## config.mk

```make
export PLATFORM = sky130hd
export DESIGN_NAME = rotary_encoder_counter
export DESIGN_NICKNAME = d
export VERILOG_FILES = /design/src/rec_pkg.sv /design/src/rotary_encoder_counter.sv /design/src/rec_div.sv
export SDC_FILE = /design/constraint.sdc
export NUM_CORES = 1
export LEC_CHECK = 0
export BUFFER_PORTS_ARGS = -buffer_cell sky130_fd_sc_hd__buf_2
export CAP_MARGIN = 20
export CORE_ASPECT_RATIO = 1.5
export CORE_MARGIN = 2
export CORE_UTILIZATION = 67
export DETAILED_ROUTE_END_ITERATION = 8
export PLACE_DENSITY = 0.86
export SLEW_MARGIN = 20
export SYNTH_ARGS = -nofsm -noshare
export SYNTH_HDL_FRONTEND = slang
export SYNTH_SLANG_ARGS = --single-unit
```

## constraint.sdc

```tcl
create_clock -name clk -period 13.7 [get_ports clk]
set_input_delay 1.37 -clock clk [delete_from_list [all_inputs] [get_ports clk]]
set_output_delay 1.37 -clock clk [all_outputs]
set_load 0.01 [all_outputs]
```

## src/rec_pkg.sv

```systemverilog
// Shared types, constants and step function for the rotary encoder counter.
`default_nettype none

package rec_pkg;

  // Request kinds on the input stream
  typedef enum logic [1:0] {
    CMD_EDGE = 2'd0,
    CMD_TICK = 2'd1,
    CMD_SET  = 2'd2,
    CMD_PLUS = 2'd3
  } cmd_t;

  // Configuration register indexes
  typedef enum logic [2:0] {
    REG_COUNT_MAX    = 3'd0,
    REG_CW_MAX       = 3'd1,
    REG_CCW_MAX      = 3'd2,
    REG_REVERSE_DIR  = 3'd3,
    REG_SNAP_EVEN    = 3'd4,
    REG_SETTLE_TICKS = 3'd5,
    REG_EVEN_DELAY   = 3'd6,
    REG_SPEED_CAP    = 3'd7
  } cfg_reg_t;

  // Sequencer states
  typedef enum logic [1:0] {
    ST_IDLE,
    ST_EXEC,
    ST_DIV,
    ST_DONE
  } state_t;

  // Register reset values
  localparam logic [7:0] RST_COUNT_MAX    = 8'd30;
  localparam logic [7:0] RST_CW_MAX       = 8'd63;
  localparam logic [7:0] RST_CCW_MAX      = 8'd63;
  localparam logic       RST_REVERSE_DIR  = 1'b1;
  localparam logic       RST_SNAP_EVEN    = 1'b0;
  localparam logic [3:0] RST_SETTLE_TICKS = 4'd2;
  localparam logic [5:0] RST_EVEN_DELAY   = 6'd25;
  localparam logic [6:0] RST_SPEED_CAP    = 7'd80;

  // Speed arithmetic: speed = SPEED_NUM / gap, gaps over SLOW_GAP_MS give 1
  localparam int unsigned SLOW_GAP_MS = 250;
  localparam int unsigned SPEED_NUM   = 500;
  localparam int unsigned DIV_W       = 9;   // quotient width, holds SPEED_NUM
  localparam int unsigned DIV_STEP_W  = 4;   // holds DIV_W

  // Stream widths
  localparam int unsigned S_DATA_W = 48;
  localparam int unsigned S_USER_W = 3;
  localparam int unsigned M_DATA_W = 32;
  localparam int unsigned M_USER_W = 2;

  // Result of one position step
  typedef struct packed {
    logic [7:0] count;
    logic [7:0] cw_cnt;
    logic [7:0] ccw_cnt;
    logic       dir;
  } step_t;

  // One step of the position and the matching step counter
  function automatic step_t take_step(input logic [7:0] cnt,
                                      input logic [7:0] cwc,
                                      input logic [7:0] ccwc,
                                      input logic       cw,
                                      input logic [7:0] cmax,
                                      input logic [7:0] cwmax,
                                      input logic [7:0] ccwmax);
    step_t r;
    r.count   = cnt;
    r.cw_cnt  = cwc;
    r.ccw_cnt = ccwc;
    r.dir     = cw;
    if (cw) begin
      r.count  = (cnt >= cmax) ? 8'd0 : cnt + 8'd1;
      r.cw_cnt = (cwc >= cwmax) ? 8'd0 : cwc + 8'd1;
    end else begin
      r.count   = (cnt == 8'd0 || (cnt - 8'd1) > cmax) ? cmax : cnt - 8'd1;
      r.ccw_cnt = (ccwc >= ccwmax) ? 8'd0 : ccwc + 8'd1;
    end
    return r;
  endfunction

endpackage

`default_nettype wire

```

## src/rotary_encoder_counter.sv

```systemverilog
// Top level of the multi-channel rotary encoder counter.
//
//  Channel  Dir  Ports                         Contents (low bit first)
//  in       in   s_tvalid s_tready s_tdata/user tdata: pin_a, pin_b, now_ms, set_value
//                                               tuser: cmd, chan
//  out      out  m_tvalid m_tready m_tdata/user tdata: position, cw_steps, ccw_steps,
//                                               direction, speed; tuser: out_chan, changed
//  config   in   cfg_we cfg_index cfg_data      one register per write
//
// Each request passes through the accept, update and result states; a tick that
// samples a step with a gap of 1 to 250 ms also runs the 9-step speed divider in between.
// One request is in work at a time; the next is taken while the result waits
// in the output register. A stalled output holds the sequencer in its last state.
// Synchronous reset clears all channel state and loads the register defaults.
`default_nettype none

module rotary_encoder_counter #(
  parameter int CHANNELS = 2
) (
  input  wire logic                          clk,
  input  wire logic                          rst,
  input  wire logic                          s_tvalid,
  output logic                               s_tready,
  input  wire logic [rec_pkg::S_DATA_W-1:0]  s_tdata,  // pin_a, pin_b, now_ms, set_value
  input  wire logic [rec_pkg::S_USER_W-1:0]  s_tuser,  // cmd, chan
  output logic                               m_tvalid,
  input  wire logic                          m_tready,
  output logic [rec_pkg::M_DATA_W-1:0]       m_tdata,  // position, cw, ccw, direction, speed
  output logic [rec_pkg::M_USER_W-1:0]       m_tuser,  // out_chan, changed
  input  wire logic                          cfg_we,
  input  wire logic [2:0]                    cfg_index,
  input  wire logic [7:0]                    cfg_data
);
  import rec_pkg::*;

  localparam int IDX_W = (CHANNELS > 1) ? $clog2(CHANNELS) : 1;
  localparam logic [4:0] CH_CNT = 5'(CHANNELS);

  // Configuration registers
  logic [7:0] count_max, cw_max, ccw_max;
  logic       reverse_dir, snap_even;
  logic [3:0] settle_ticks;
  logic [5:0] even_delay;
  logic [6:0] speed_cap;

  // Per-channel state
  logic [6:0]  settle_phase   [CHANNELS];
  logic [7:0]  count_reg      [CHANNELS];
  logic [7:0]  reported_count [CHANNELS];
  logic [7:0]  cw_count       [CHANNELS];
  logic [7:0]  ccw_count      [CHANNELS];
  logic        last_dir       [CHANNELS];
  logic [6:0]  speed_reg      [CHANNELS];
  logic [31:0] last_step_time [CHANNELS];

  // Latched request
  cmd_t        item_cmd;
  logic        item_chan;
  logic        item_pin_a, item_pin_b;
  logic [31:0] item_now;
  logic [7:0]  item_sv;
  logic        changed;

  state_t state, state_next;

  logic [IDX_W-1:0] idx;
  logic             chan_ok;

  // Update path
  logic [6:0]  cur_phase, ph_inc, trig_pt1, trig_pt2;
  logic        hit_sample, hit_snap, sampled_cw, need_div;
  logic [31:0] dt;
  step_t       step_res;
  logic [6:0]  phase_next;
  logic [7:0]  count_next, rep_next, cw_next, ccw_next, sv_clamp;
  logic        dir_next, changed_next, time_upd;
  logic [6:0]  speed_next;

  // Divider hookup and sequencer outputs
  logic              div_start, div_busy, spd_load, out_load, out_free;
  logic [DIV_W-1:0]  div_q;
  logic [6:0]        div_speed;

  assign idx     = IDX_W'(item_chan);
  assign chan_ok = {4'd0, item_chan} < CH_CNT;

  // Configuration writes
  always_ff @(posedge clk) begin
    if (rst) begin
      count_max    <= RST_COUNT_MAX;
      cw_max       <= RST_CW_MAX;
      ccw_max      <= RST_CCW_MAX;
      reverse_dir  <= RST_REVERSE_DIR;
      snap_even    <= RST_SNAP_EVEN;
      settle_ticks <= RST_SETTLE_TICKS;
      even_delay   <= RST_EVEN_DELAY;
      speed_cap    <= RST_SPEED_CAP;
    end else if (cfg_we) begin
      unique case (cfg_index)
        REG_COUNT_MAX:    count_max    <= cfg_data;
        REG_CW_MAX:       cw_max       <= cfg_data;
        REG_CCW_MAX:      ccw_max      <= cfg_data;
        REG_REVERSE_DIR:  reverse_dir  <= cfg_data[0];
        REG_SNAP_EVEN:    snap_even    <= cfg_data[0];
        REG_SETTLE_TICKS: settle_ticks <= cfg_data[3:0];
        REG_EVEN_DELAY:   even_delay   <= cfg_data[5:0];
        REG_SPEED_CAP:    speed_cap    <= cfg_data[6:0];
        default: ;
      endcase
    end
  end

  // Request capture
  always_ff @(posedge clk) begin
    if (s_tvalid && s_tready) begin
      item_cmd   <= cmd_t'(s_tuser[1:0]);
      item_chan  <= s_tuser[2];
      item_pin_a <= s_tdata[0];
      item_pin_b <= s_tdata[1];
      item_now   <= s_tdata[33:2];
      item_sv    <= s_tdata[41:34];
    end
  end

  // Phase tracking and trigger points
  always_comb begin
    cur_phase  = settle_phase[idx];
    ph_inc     = (cur_phase != 7'd0) ? cur_phase + 7'd1 : 7'd0;
    trig_pt1   = {3'd0, settle_ticks} + 7'd1;
    trig_pt2   = trig_pt1 + {1'b0, even_delay};
    hit_sample = (item_cmd == CMD_TICK) && ph_inc != 7'd0 && ph_inc == trig_pt1;
    hit_snap   = (item_cmd == CMD_TICK) && !hit_sample && ph_inc != 7'd0
                 && ph_inc == trig_pt2;
    sampled_cw = (item_pin_a == item_pin_b) ^ reverse_dir;
    dt         = item_now - last_step_time[idx];
    step_res   = take_step(count_reg[idx], cw_count[idx], ccw_count[idx],
                           hit_sample ? sampled_cw : last_dir[idx],
                           count_max, cw_max, ccw_max);
    sv_clamp   = (item_sv > count_max) ? count_max : item_sv;
  end

  // Next channel state for the request
  always_comb begin
    phase_next   = cur_phase;
    count_next   = count_reg[idx];
    rep_next     = reported_count[idx];
    cw_next      = cw_count[idx];
    ccw_next     = ccw_count[idx];
    dir_next     = last_dir[idx];
    speed_next   = speed_reg[idx];
    changed_next = 1'b0;
    time_upd     = 1'b0;
    need_div     = 1'b0;
    unique case (item_cmd)
      CMD_EDGE: begin
        phase_next = 7'd1;
      end
      CMD_TICK: begin
        if (hit_sample) begin
          phase_next = snap_even ? ph_inc : 7'd0;
        end else if (hit_snap) begin
          phase_next = 7'd0;
        end else begin
          phase_next = ph_inc;
        end
        if (hit_sample || hit_snap) begin
          count_next = step_res.count;
          cw_next    = step_res.cw_cnt;
          ccw_next   = step_res.ccw_cnt;
          dir_next   = step_res.dir;
        end
        if (hit_snap) begin
          count_next = {step_res.count[7:1], 1'b0};
        end
        // Speed from the gap since the previous step
        if (hit_sample) begin
          time_upd = 1'b1;
          if (dt > 32'(SLOW_GAP_MS)) begin
            speed_next = 7'd1;
          end else if (dt == 32'd0) begin
            speed_next = (speed_reg[idx] > speed_cap) ? speed_cap : speed_reg[idx];
          end else begin
            need_div = 1'b1;
          end
        end
        // An even snap always reports
        changed_next = hit_snap || (count_next != reported_count[idx]);
        rep_next     = count_next;
      end
      CMD_SET: begin
        count_next = sv_clamp;
        rep_next   = sv_clamp;
      end
      CMD_PLUS: begin
        count_next = (count_reg[idx] >= count_max) ? 8'd0 : count_reg[idx] + 8'd1;
        rep_next   = count_next;
      end
      default: ;
    endcase
  end

  // Channel state update
  always_ff @(posedge clk) begin
    if (rst) begin
      for (int i = 0; i < CHANNELS; i++) begin
        settle_phase[i]   <= '0;
        count_reg[i]      <= '0;
        reported_count[i] <= '0;
        cw_count[i]       <= '0;
        ccw_count[i]      <= '0;
        last_dir[i]       <= 1'b0;
        speed_reg[i]      <= '0;
        last_step_time[i] <= '0;
      end
    end else if (state == ST_EXEC && chan_ok) begin
      settle_phase[idx]   <= phase_next;
      count_reg[idx]      <= count_next;
      reported_count[idx] <= rep_next;
      cw_count[idx]       <= cw_next;
      ccw_count[idx]      <= ccw_next;
      last_dir[idx]       <= dir_next;
      speed_reg[idx]      <= speed_next;
      if (time_upd) begin
        last_step_time[idx] <= item_now;
      end
    end else if (spd_load) begin
      speed_reg[idx] <= div_speed;
    end
  end

  // Report flag for the result
  always_ff @(posedge clk) begin
    if (state == ST_EXEC) begin
      changed <= chan_ok && changed_next;
    end
  end

  // Shared divider
  rec_div u_div (
    .clk      (clk),
    .rst      (rst),
    .start    (div_start),
    .dividend (DIV_W'(SPEED_NUM)),
    .divisor  (dt[DIV_W-2:0]),
    .busy     (div_busy),
    .quotient (div_q)
  );

  assign div_speed = (div_q > {2'b00, speed_cap}) ? speed_cap : div_q[6:0];

  // Sequencer state
  always_ff @(posedge clk) begin
    if (rst) begin
      state <= ST_IDLE;
    end else begin
      state <= state_next;
    end
  end

  // Next state
  always_comb begin
    state_next = state;
    unique case (state)
      ST_IDLE: if (s_tvalid) state_next = ST_EXEC;
      ST_EXEC: state_next = (chan_ok && need_div) ? ST_DIV : ST_DONE;
      ST_DIV:  if (!div_busy) state_next = ST_DONE;
      ST_DONE: if (out_free) state_next = ST_IDLE;
      default: state_next = ST_IDLE;
    endcase
  end

  // Sequencer outputs
  assign out_free = !m_tvalid || m_tready;

  always_comb begin
    s_tready  = 1'b0;
    div_start = 1'b0;
    spd_load  = 1'b0;
    out_load  = 1'b0;
    unique case (state)
      ST_IDLE: s_tready  = 1'b1;
      ST_EXEC: div_start = chan_ok && need_div;
      ST_DIV:  spd_load  = !div_busy;
      ST_DONE: out_load  = out_free;
      default: ;
    endcase
  end

  // Output register
  always_ff @(posedge clk) begin
    if (rst) begin
      m_tvalid <= 1'b0;
    end else if (out_load) begin
      m_tvalid <= 1'b1;
    end else if (m_tready) begin
      m_tvalid <= 1'b0;
    end
  end

  always_ff @(posedge clk) begin
    if (out_load) begin
      m_tuser <= {changed, item_chan};
      if (chan_ok) begin
        m_tdata <= {speed_reg[idx], last_dir[idx], ccw_count[idx],
                    cw_count[idx], count_reg[idx]};
      end else begin
        m_tdata <= '0;
      end
    end
  end

endmodule

`default_nettype wire

```

## src/rec_div.sv

```systemverilog
// Restoring divider, one quotient bit per cycle, used for the speed.
`default_nettype none

module rec_div (
  input  wire logic                       clk,
  input  wire logic                       rst,
  input  wire logic                       start,
  input  wire logic [rec_pkg::DIV_W-1:0]  dividend,
  input  wire logic [rec_pkg::DIV_W-2:0]  divisor,
  output logic                            busy,
  output logic [rec_pkg::DIV_W-1:0]       quotient
);
  import rec_pkg::*;

  logic [DIV_W-2:0]      rem;
  logic [DIV_W-2:0]      dvs;
  logic [DIV_W-1:0]      quo;
  logic [DIV_STEP_W-1:0] steps;
  logic [DIV_W-1:0]      trial;
  logic [DIV_W-1:0]      diff;
  logic                  fits;

  // Trial subtract of the shifted remainder
  always_comb begin
    trial = {rem, quo[DIV_W-1]};
    diff  = trial - {1'b0, dvs};
    fits  = trial >= {1'b0, dvs};
  end

  // Step counter
  always_ff @(posedge clk) begin
    if (rst) begin
      busy  <= 1'b0;
      steps <= '0;
    end else if (start) begin
      busy  <= 1'b1;
      steps <= DIV_STEP_W'(DIV_W);
    end else if (busy) begin
      steps <= steps - 1'b1;
      if (steps == DIV_STEP_W'(1)) begin
        busy <= 1'b0;
      end
    end
  end

  // Remainder and quotient shift register; remainder stays below the divisor.
  // The divisor is held from the start, as its source moves on straight after.
  always_ff @(posedge clk) begin
    if (start) begin
      rem <= '0;
      dvs <= divisor;
      quo <= dividend;
    end else if (busy) begin
      rem <= fits ? diff[DIV_W-2:0] : trial[DIV_W-2:0];
      quo <= {quo[DIV_W-2:0], fits};
    end
  end

  assign quotient = quo;

endmodule

`default_nettype wire

```

# After elaboration in Yosys (flattened, before gate mapping)
# Memories as Yosys holds them, arrays and structs flattened. A register that Yosys moved wholly into a read port is not among the register bits.
# Cells that the tools add are included.
[totals]
word_cells = 215
mem_bits_rw = 158
memories = 8
latchBits = 0
rom_bits = 0
reg_bits = 156
[op_classes]
reduce_logical = 40
muxes = 100
shifts = 0
mul = 0
eq_ne = 21
bitwise_logic = 2
order_cmp = 9
n_addsub = 10
div_mod_pow = 0
[memory_table]
columns = ["memory", "words", "word_bits", "rd", "rd_ports_with_merged_regs", "wr", "line_no", "rtl"]
rows = [
  ["last_step_time", 2, 32, 1, 1, 2, "rotary_encoder_counter.sv:54", "logic [31:0] last_step_time [CHANNELS];"],
  ["ccw_count", 2, 8, 1, 1, 2, "rotary_encoder_counter.sv:51", "logic [7:0] ccw_count [CHANNELS];"],
  ["count_reg", 2, 8, 1, 1, 2, "rotary_encoder_counter.sv:48", "logic [7:0] count_reg [CHANNELS];"],
  ["cw_count", 2, 8, 1, 1, 2, "rotary_encoder_counter.sv:50", "logic [7:0] cw_count [CHANNELS];"],
  ["reported_count", 2, 8, 1, 1, 2, "rotary_encoder_counter.sv:49", "logic [7:0] reported_count [CHANNELS];"],
  ["settle_phase", 2, 7, 1, 1, 2, "rotary_encoder_counter.sv:47", "logic [6:0] settle_phase [CHANNELS];"],
  ["2 more memories", "n/a", "n/a", "n/a", "n/a", "n/a", "n/a", ""],
]
[op_table]
columns = ["op", "n"]
rows = [
  ["2-to-1 mux 8 bit", 20],
  ["2-to-1 mux 7 bit", 13],
  ["2-to-1 mux 1 bit", 57],
  ["case mux 8 bit (3 select lines)", 2],
  ["greater-than comparator 32 x 8 -> 1 bit, second input constant", 1],
  ["logical NOT 32 bit", 1],
  ["2-to-1 mux 32 bit", 1],
  ["OR reduction 32 bit", 1],
  ["OR reduction 8 bit", 4],
  ["subtractor 32 bit", 1],
  ["adder 8 x 1 -> 8 bit, second input constant", 3],
  ["greater-or-equal comparator 8 bit", 3],
  ["greater-than comparator 8 bit", 2],
  ["AND reduction 2 bit", 8],
  ["case mux 7 bit (2 select lines)", 1],
  ["nonzero test 7 bit", 2],
  ["OR reduction 7 bit", 2],
  ["equality test 3 bit, second input constant", 4],
  ["greater-or-equal comparator 9 x 8 -> 1 bit", 1],
  ["greater-than comparator 9 x 7 -> 1 bit", 1],
  ["equality test 2 bit, second input constant", 4],
  ["logical NOT 8 bit", 1],
  ["2-to-1 mux 4 bit", 2],
  ["!= test 8 bit", 1],
  ["28 further kinds", 46],
]

# Logic depth before layout (Yosys ltp)
[logic_depth]
depth_word = 15
mapped_depth = 22
mapped_depth_nobuf = 17

# Cells and area by module
# From an unflattened synthesis, not the netlist that was laid out.
[hier_totals]
hier_cells = 1759
area_unflattened_um2 = 18554.0
[modules_own_cells]
columns = ["mod", "cells_per_inst", "area_each_um2", "instances", "seq_area_each_um2"]
rows = [
  ["rotary_encoder_counter", 1612, 16943.8, 1, 8087.8],
  ["rec_div", 147, 1610.3, 1, 770.7],
]

# Least setup slack after synthesis
# No wires, ideal clock.
[synth_path]
path_type = "reg-to-reg"
startpoint = "reg (tool-made name)"
endpoint = "mem last_step_time[0][0], enable pin"
t_arrival_ns = 6.280
required_time_ns = 13.234
path_stages_with_launch = 16
period_less_slack_ns = 6.746
n_path_buf = 6
path_slack_ns = 6.954
cell_sequence = "dfxtp_1 > buf_2 > buf_2 > buf_1 > buf_1 > clkbuf_1 > mux2_2 > ha_1 > nand4b_1 > nand2_1 > xnor2_1 > a2111o_1 > nor4_4 > nand2_4 > clkbuf_1 > o21ai_0"
[synth_lines]
columns = ["item", "line_no"]
rows = [
  ["end: declaration", "rotary_encoder_counter.sv:54"],
]

==> results by stage <==
Global routing:
- Entering global routing, the biggest net connects 48 pins.
- The first global-routing pass estimated 70800 um of wire.
- For met1 alone, demand over resource in global routing was 0.335.
- The total track usage is 0.306.
- The initial antenna violation count is 2.
- The via count of the first global-routing pass was 14200.
- The leftover overflow at the end of global routing is 0.
- The most congested layer reported by global routing is met2.
- For this run, global-route usage on met3 was measured as 0.0321.
- The global-route track usage on met2 is 0.572.

Worst setup path:
- Following the worst setup path forward leads to its endpoint at changed.
- The largest individual stage delay along the critical path comes from the cell dfxtp_4.
- The number of buffers and inverters on the critical path is 1.
- The required time at the endpoint of the critical path is 13.99 ns.
- The number of cells on the worst reg-to-reg path is 16.
- The endpoint class of the critical path is a flop.
- STA puts the critical path data arrival time at 6.02 ns.
- The critical path start-end classification is reg -> reg.
- The worst setup path is launched from a flop.
- Setup slack on the worst reg-to-reg path comes out at 7.97 ns.
- The critical path crosses 16 cells after its start point.
- The worst stage delay on the critical path is 0.64 ns.
- The critical path goes through buf_4, mux2i_1, ha_1, nand3_1, xnor2_1, ha_1, nand4_1, a21oi_1, o22ai_1, o21a_1, mux2_2, mux2_2, o22ai_1, nor3_1, nor4_1, a41oi_1.
- Grouping stages by cell kind, the critical path spends the most delay in multiplexers.
- The endpoint of the worst register-to-register path is changed.
- The maximum fanout count along the critical path is 38.

Power:
- The total net switching power is 1000 uW.
- Of the total power, the share spent switching nets is 0.337.
- The power density over cell area is 148 mW/mm2.
- The sequential cell fraction of total power is 0.399.
- The leakage power is 0.00827 uW.
- Across the VDD grid, the largest voltage drop is 0.150 mV.
- The share of total power dissipated in combinational logic is 0.320.
- Internal power comes to 1980 uW.
- Of the total power, the clock network draws 0.282.

Place:
- Timing analysis after detailed placement gives a worst setup slack of 8.10 ns.
- The port buffer count is 96.
- Once detailed placement completed, the half-perimeter wirelength came to 31700 um.
- The placer congestion estimate is 0.960.

STA:
- The setup violation total in the final timing report is 0.
- Across the routed clock network, the largest skew measured is 0.00855 ns.
- Headroom to the max-slew limit came out at 0.249.
- The final worst-path setup slack is 7.97 ns.
- On the final layout, the worst hold slack is 0.434 ns.
- In the finished design, the share of the clock period the worst path needs comes to 0.419.
- Derived from the worst setup path, the maximum achievable clock frequency is 174 MHz.
- The minimum period implied by the final worst setup slack is 5.73 ns.
- Setup repair after global routing left no endpoint under its margin.
- The number of endpoints with negative hold slack in the final report is 0.
- The transition time at the pin with the least slew margin is 1.12 ns.
- The count of pins over their slew limit came to 0.
- Adding up every negative setup slack in the final design gives 0 ns.

Floorplan:
- The initial utilization of the core area, before any placement, comes to 0.678.
- 103 I/O pins were placed.
- From bottom edge to top edge, the die measures 207 um.
- The floorplan step defined a core boundary enclosing 0.0271 mm2.
- The die outline area is 0.0288 mm2.
- Row generation in the floorplan step produced 74 rows.
- Measured along the x axis, the die boundary spans 139 um.

Finish:
- The register with the most flip-flops in the layout has 64 of them.
- The fraction of layout cells with a size suffix above 1 is 0.126.
- At the end of the flow, the number of nets in the layout was 2015.
- The layout-stage area growth over the synthesis result is 9.56%.
- The total of fill cells in the finished design is 1887.
- The largest registers in the layout are last_step_time: 64 flops, item_now: 32 flops, m_tdata: 32 flops.
- Ranked by flip-flop count, first place goes to last_step_time.

Clock tree:
- The later pin in the worst-skew pair is clocked with a latency of 0.58 ns.
- Hold repair after CTS inserted 0 buffers.
- The buffer levels on the longest clock path is 3.
- The clock net sink count is 315.
- Counting the buffers created by CTS gives 29.
- The clock-pin transition on the worst setup and hold timing paths is 0.07 ns.
- The number of gates resized after CTS was 0.
- The number of buffers inserted by post-CTS setup repair is 0.
- In this run the number of H-tree levels came out at 1.
- The cell sitting at the root of the clock tree is a clkbuf_16.
- The clock tree from TritonCTS is yes.

Drt:
- The violation count after the first detailed-route iteration is 971.
- The residual antenna-violating net count after detailed routing is 0.
- The first TritonRoute pass finished after 6 iterations.
- Summed over all layers, the routed wires come to 44200 um.
- Across all layers, the routed design uses 14000 vias.
- After detailed routing, the number of vias per cell comes to 6.35.
- Dividing the detail-routed wire length by the instance count gives 20.1 um.
- In the routed design, unresolved DRC markers number 0.

Yosys:
- The most used flip-flop cell after synthesis is edfxtp_1.
- The largest total area in the synthesized netlist belongs to edfxtp_1.
- The fraction of synthesis flops using an asynchronous set or reset pin is 0.
- The proportion of netlist area held by the largest area contributor is 0.402.
- The total of warnings raised by yosys is 0.
- The post-synthesis cell count is 1761.
- The number of nets in the synthesized netlist is 1943.
- The most frequent cell after synthesis is edfxtp_1.
- After synthesis, the mean cell area works out to 10.4 um2.
- The summed instance area of the synthesized netlist is 0.0184 mm2.
- The count of state elements after synthesis is 315.
- Of the synthesized area, sequential elements account for 0.477.
- In this run, distinct cell masters in the synthesized netlist total 89.
- Yosys mapped a number of flops with a built-in enable equal to 246.
- Ranked by total cell area, the synthesized netlist is headed by edfxtp_1 (40%), ha_1 (7.6%), dfxtp_1 (7.5%), mux2i_1 (5.4%), nand2_1 (3.4%).
- In the synthesized netlist, the cells that appear most often are edfxtp_1 (246), nand2_1 (166), nor2_1 (162).

Worst hold path:
- The tightest min-delay check is of the reg -> reg type.

Flow run:
- The tool flagged a number of max-cap violations equal to 0.

Outcome:
- The run finished with clean final reports.
-- worst min path at each step --
stage                       start          to  slack (ns)  cells past startpoint
after floorplan           changed  m_tuser[1]        0.40                      0
after global placement    changed  m_tuser[1]        0.43                      0
after detailed placement  changed  m_tuser[1]        0.42                      0
after CTS                 changed  m_tuser[1]        0.43                      0
after global routing      changed  m_tuser[1]        0.44                      0
final                     changed  m_tuser[1]        0.43                      0
-- logic make-up after synthesis --
kind of cell,Yosys count,share of synthesized area
AO/OA/AOI/OAI,376,0.140
buffers and inverters,161,0.0343
adder cells (fa/ha/maj),115,0.0795
AND/OR/NAND/NOR,592,0.159
XOR/XNOR,63,0.0308
flip-flops,315,0.477
multiplexers,139,0.0796
-- cell type report --
type | instances | area (um2) | share of cell area
Multi-Input combinational cell | 1285 | 9020 | 0.448
Sequential cell | 315 | 8770 | 0.435
Clock buffer | 36 | 783 | 0.0389
Timing Repair Buffer | 112 | 601 | 0.0298
Tap cell | 342 | 428 | 0.0212
Inverter | 90 | 338 | 0.0168
Clock inverter | 17 | 203 | 0.0101
Antenna cell | 1 | 2.50 | 0.000124
-- layout by cell type (no fill, tap or decap), types with 63 or more instances in the layout --
| master | count |
|---|---|
| ha_1 | 112 |
| nor2_1 | 162 |
| buf_2 | 96 |
| dfxtp_1 | 68 |
| and2_1 | 71 |
| inv_1 | 89 |
| edfxtp_1 | 246 |
| a21oi_1 | 86 |
| mux2i_1 | 99 |
| nand2_1 | 166 |
| o21ai_0 | 63 |
-- power groups by stage --
stage               clock network [uW]  registers [uW]  logic, uW
CTS                                847            1190        936
global route                       884            1200       1040
finish                             839            1190        952
detailed placement                   0            1210        928
floorplan                            0            1180        708
global placement                     0            1200        900
-- metrics by stage --
step                      total power (uW)  area, um2  instances   util
final                                 2980      20100       2198  0.743
after global routing                  3120      20100       2198  0.743
after CTS                             2970      20100       2197  0.742
after detailed placement              2140      19200       2144  0.706
after global placement                2100      19100       2144  0.706
after floorplan                       1890      18400       1761      -
-- worst reg2reg max path, delay by kind of cell (launching register included) --
kind                     cells  cell delay (ns)
multiplexers                 3             1.32
XOR/XNOR                     1             0.36
AND/OR/NAND/NOR              4             0.67
AO/OA/AOI/OAI                5             1.20
flip-flops                   1             0.64
buffers and inverters        1             0.54
adder cells (fa/ha/maj)      2             0.73
-- routing by layer --
metal	share of wire	routed length (um)
met5	0.00020	9
met4	0.060	2650
met3	0.049	2190
met2	0.53	23300
met1	0.36	16000
Power figures use the tool's default switching activity.
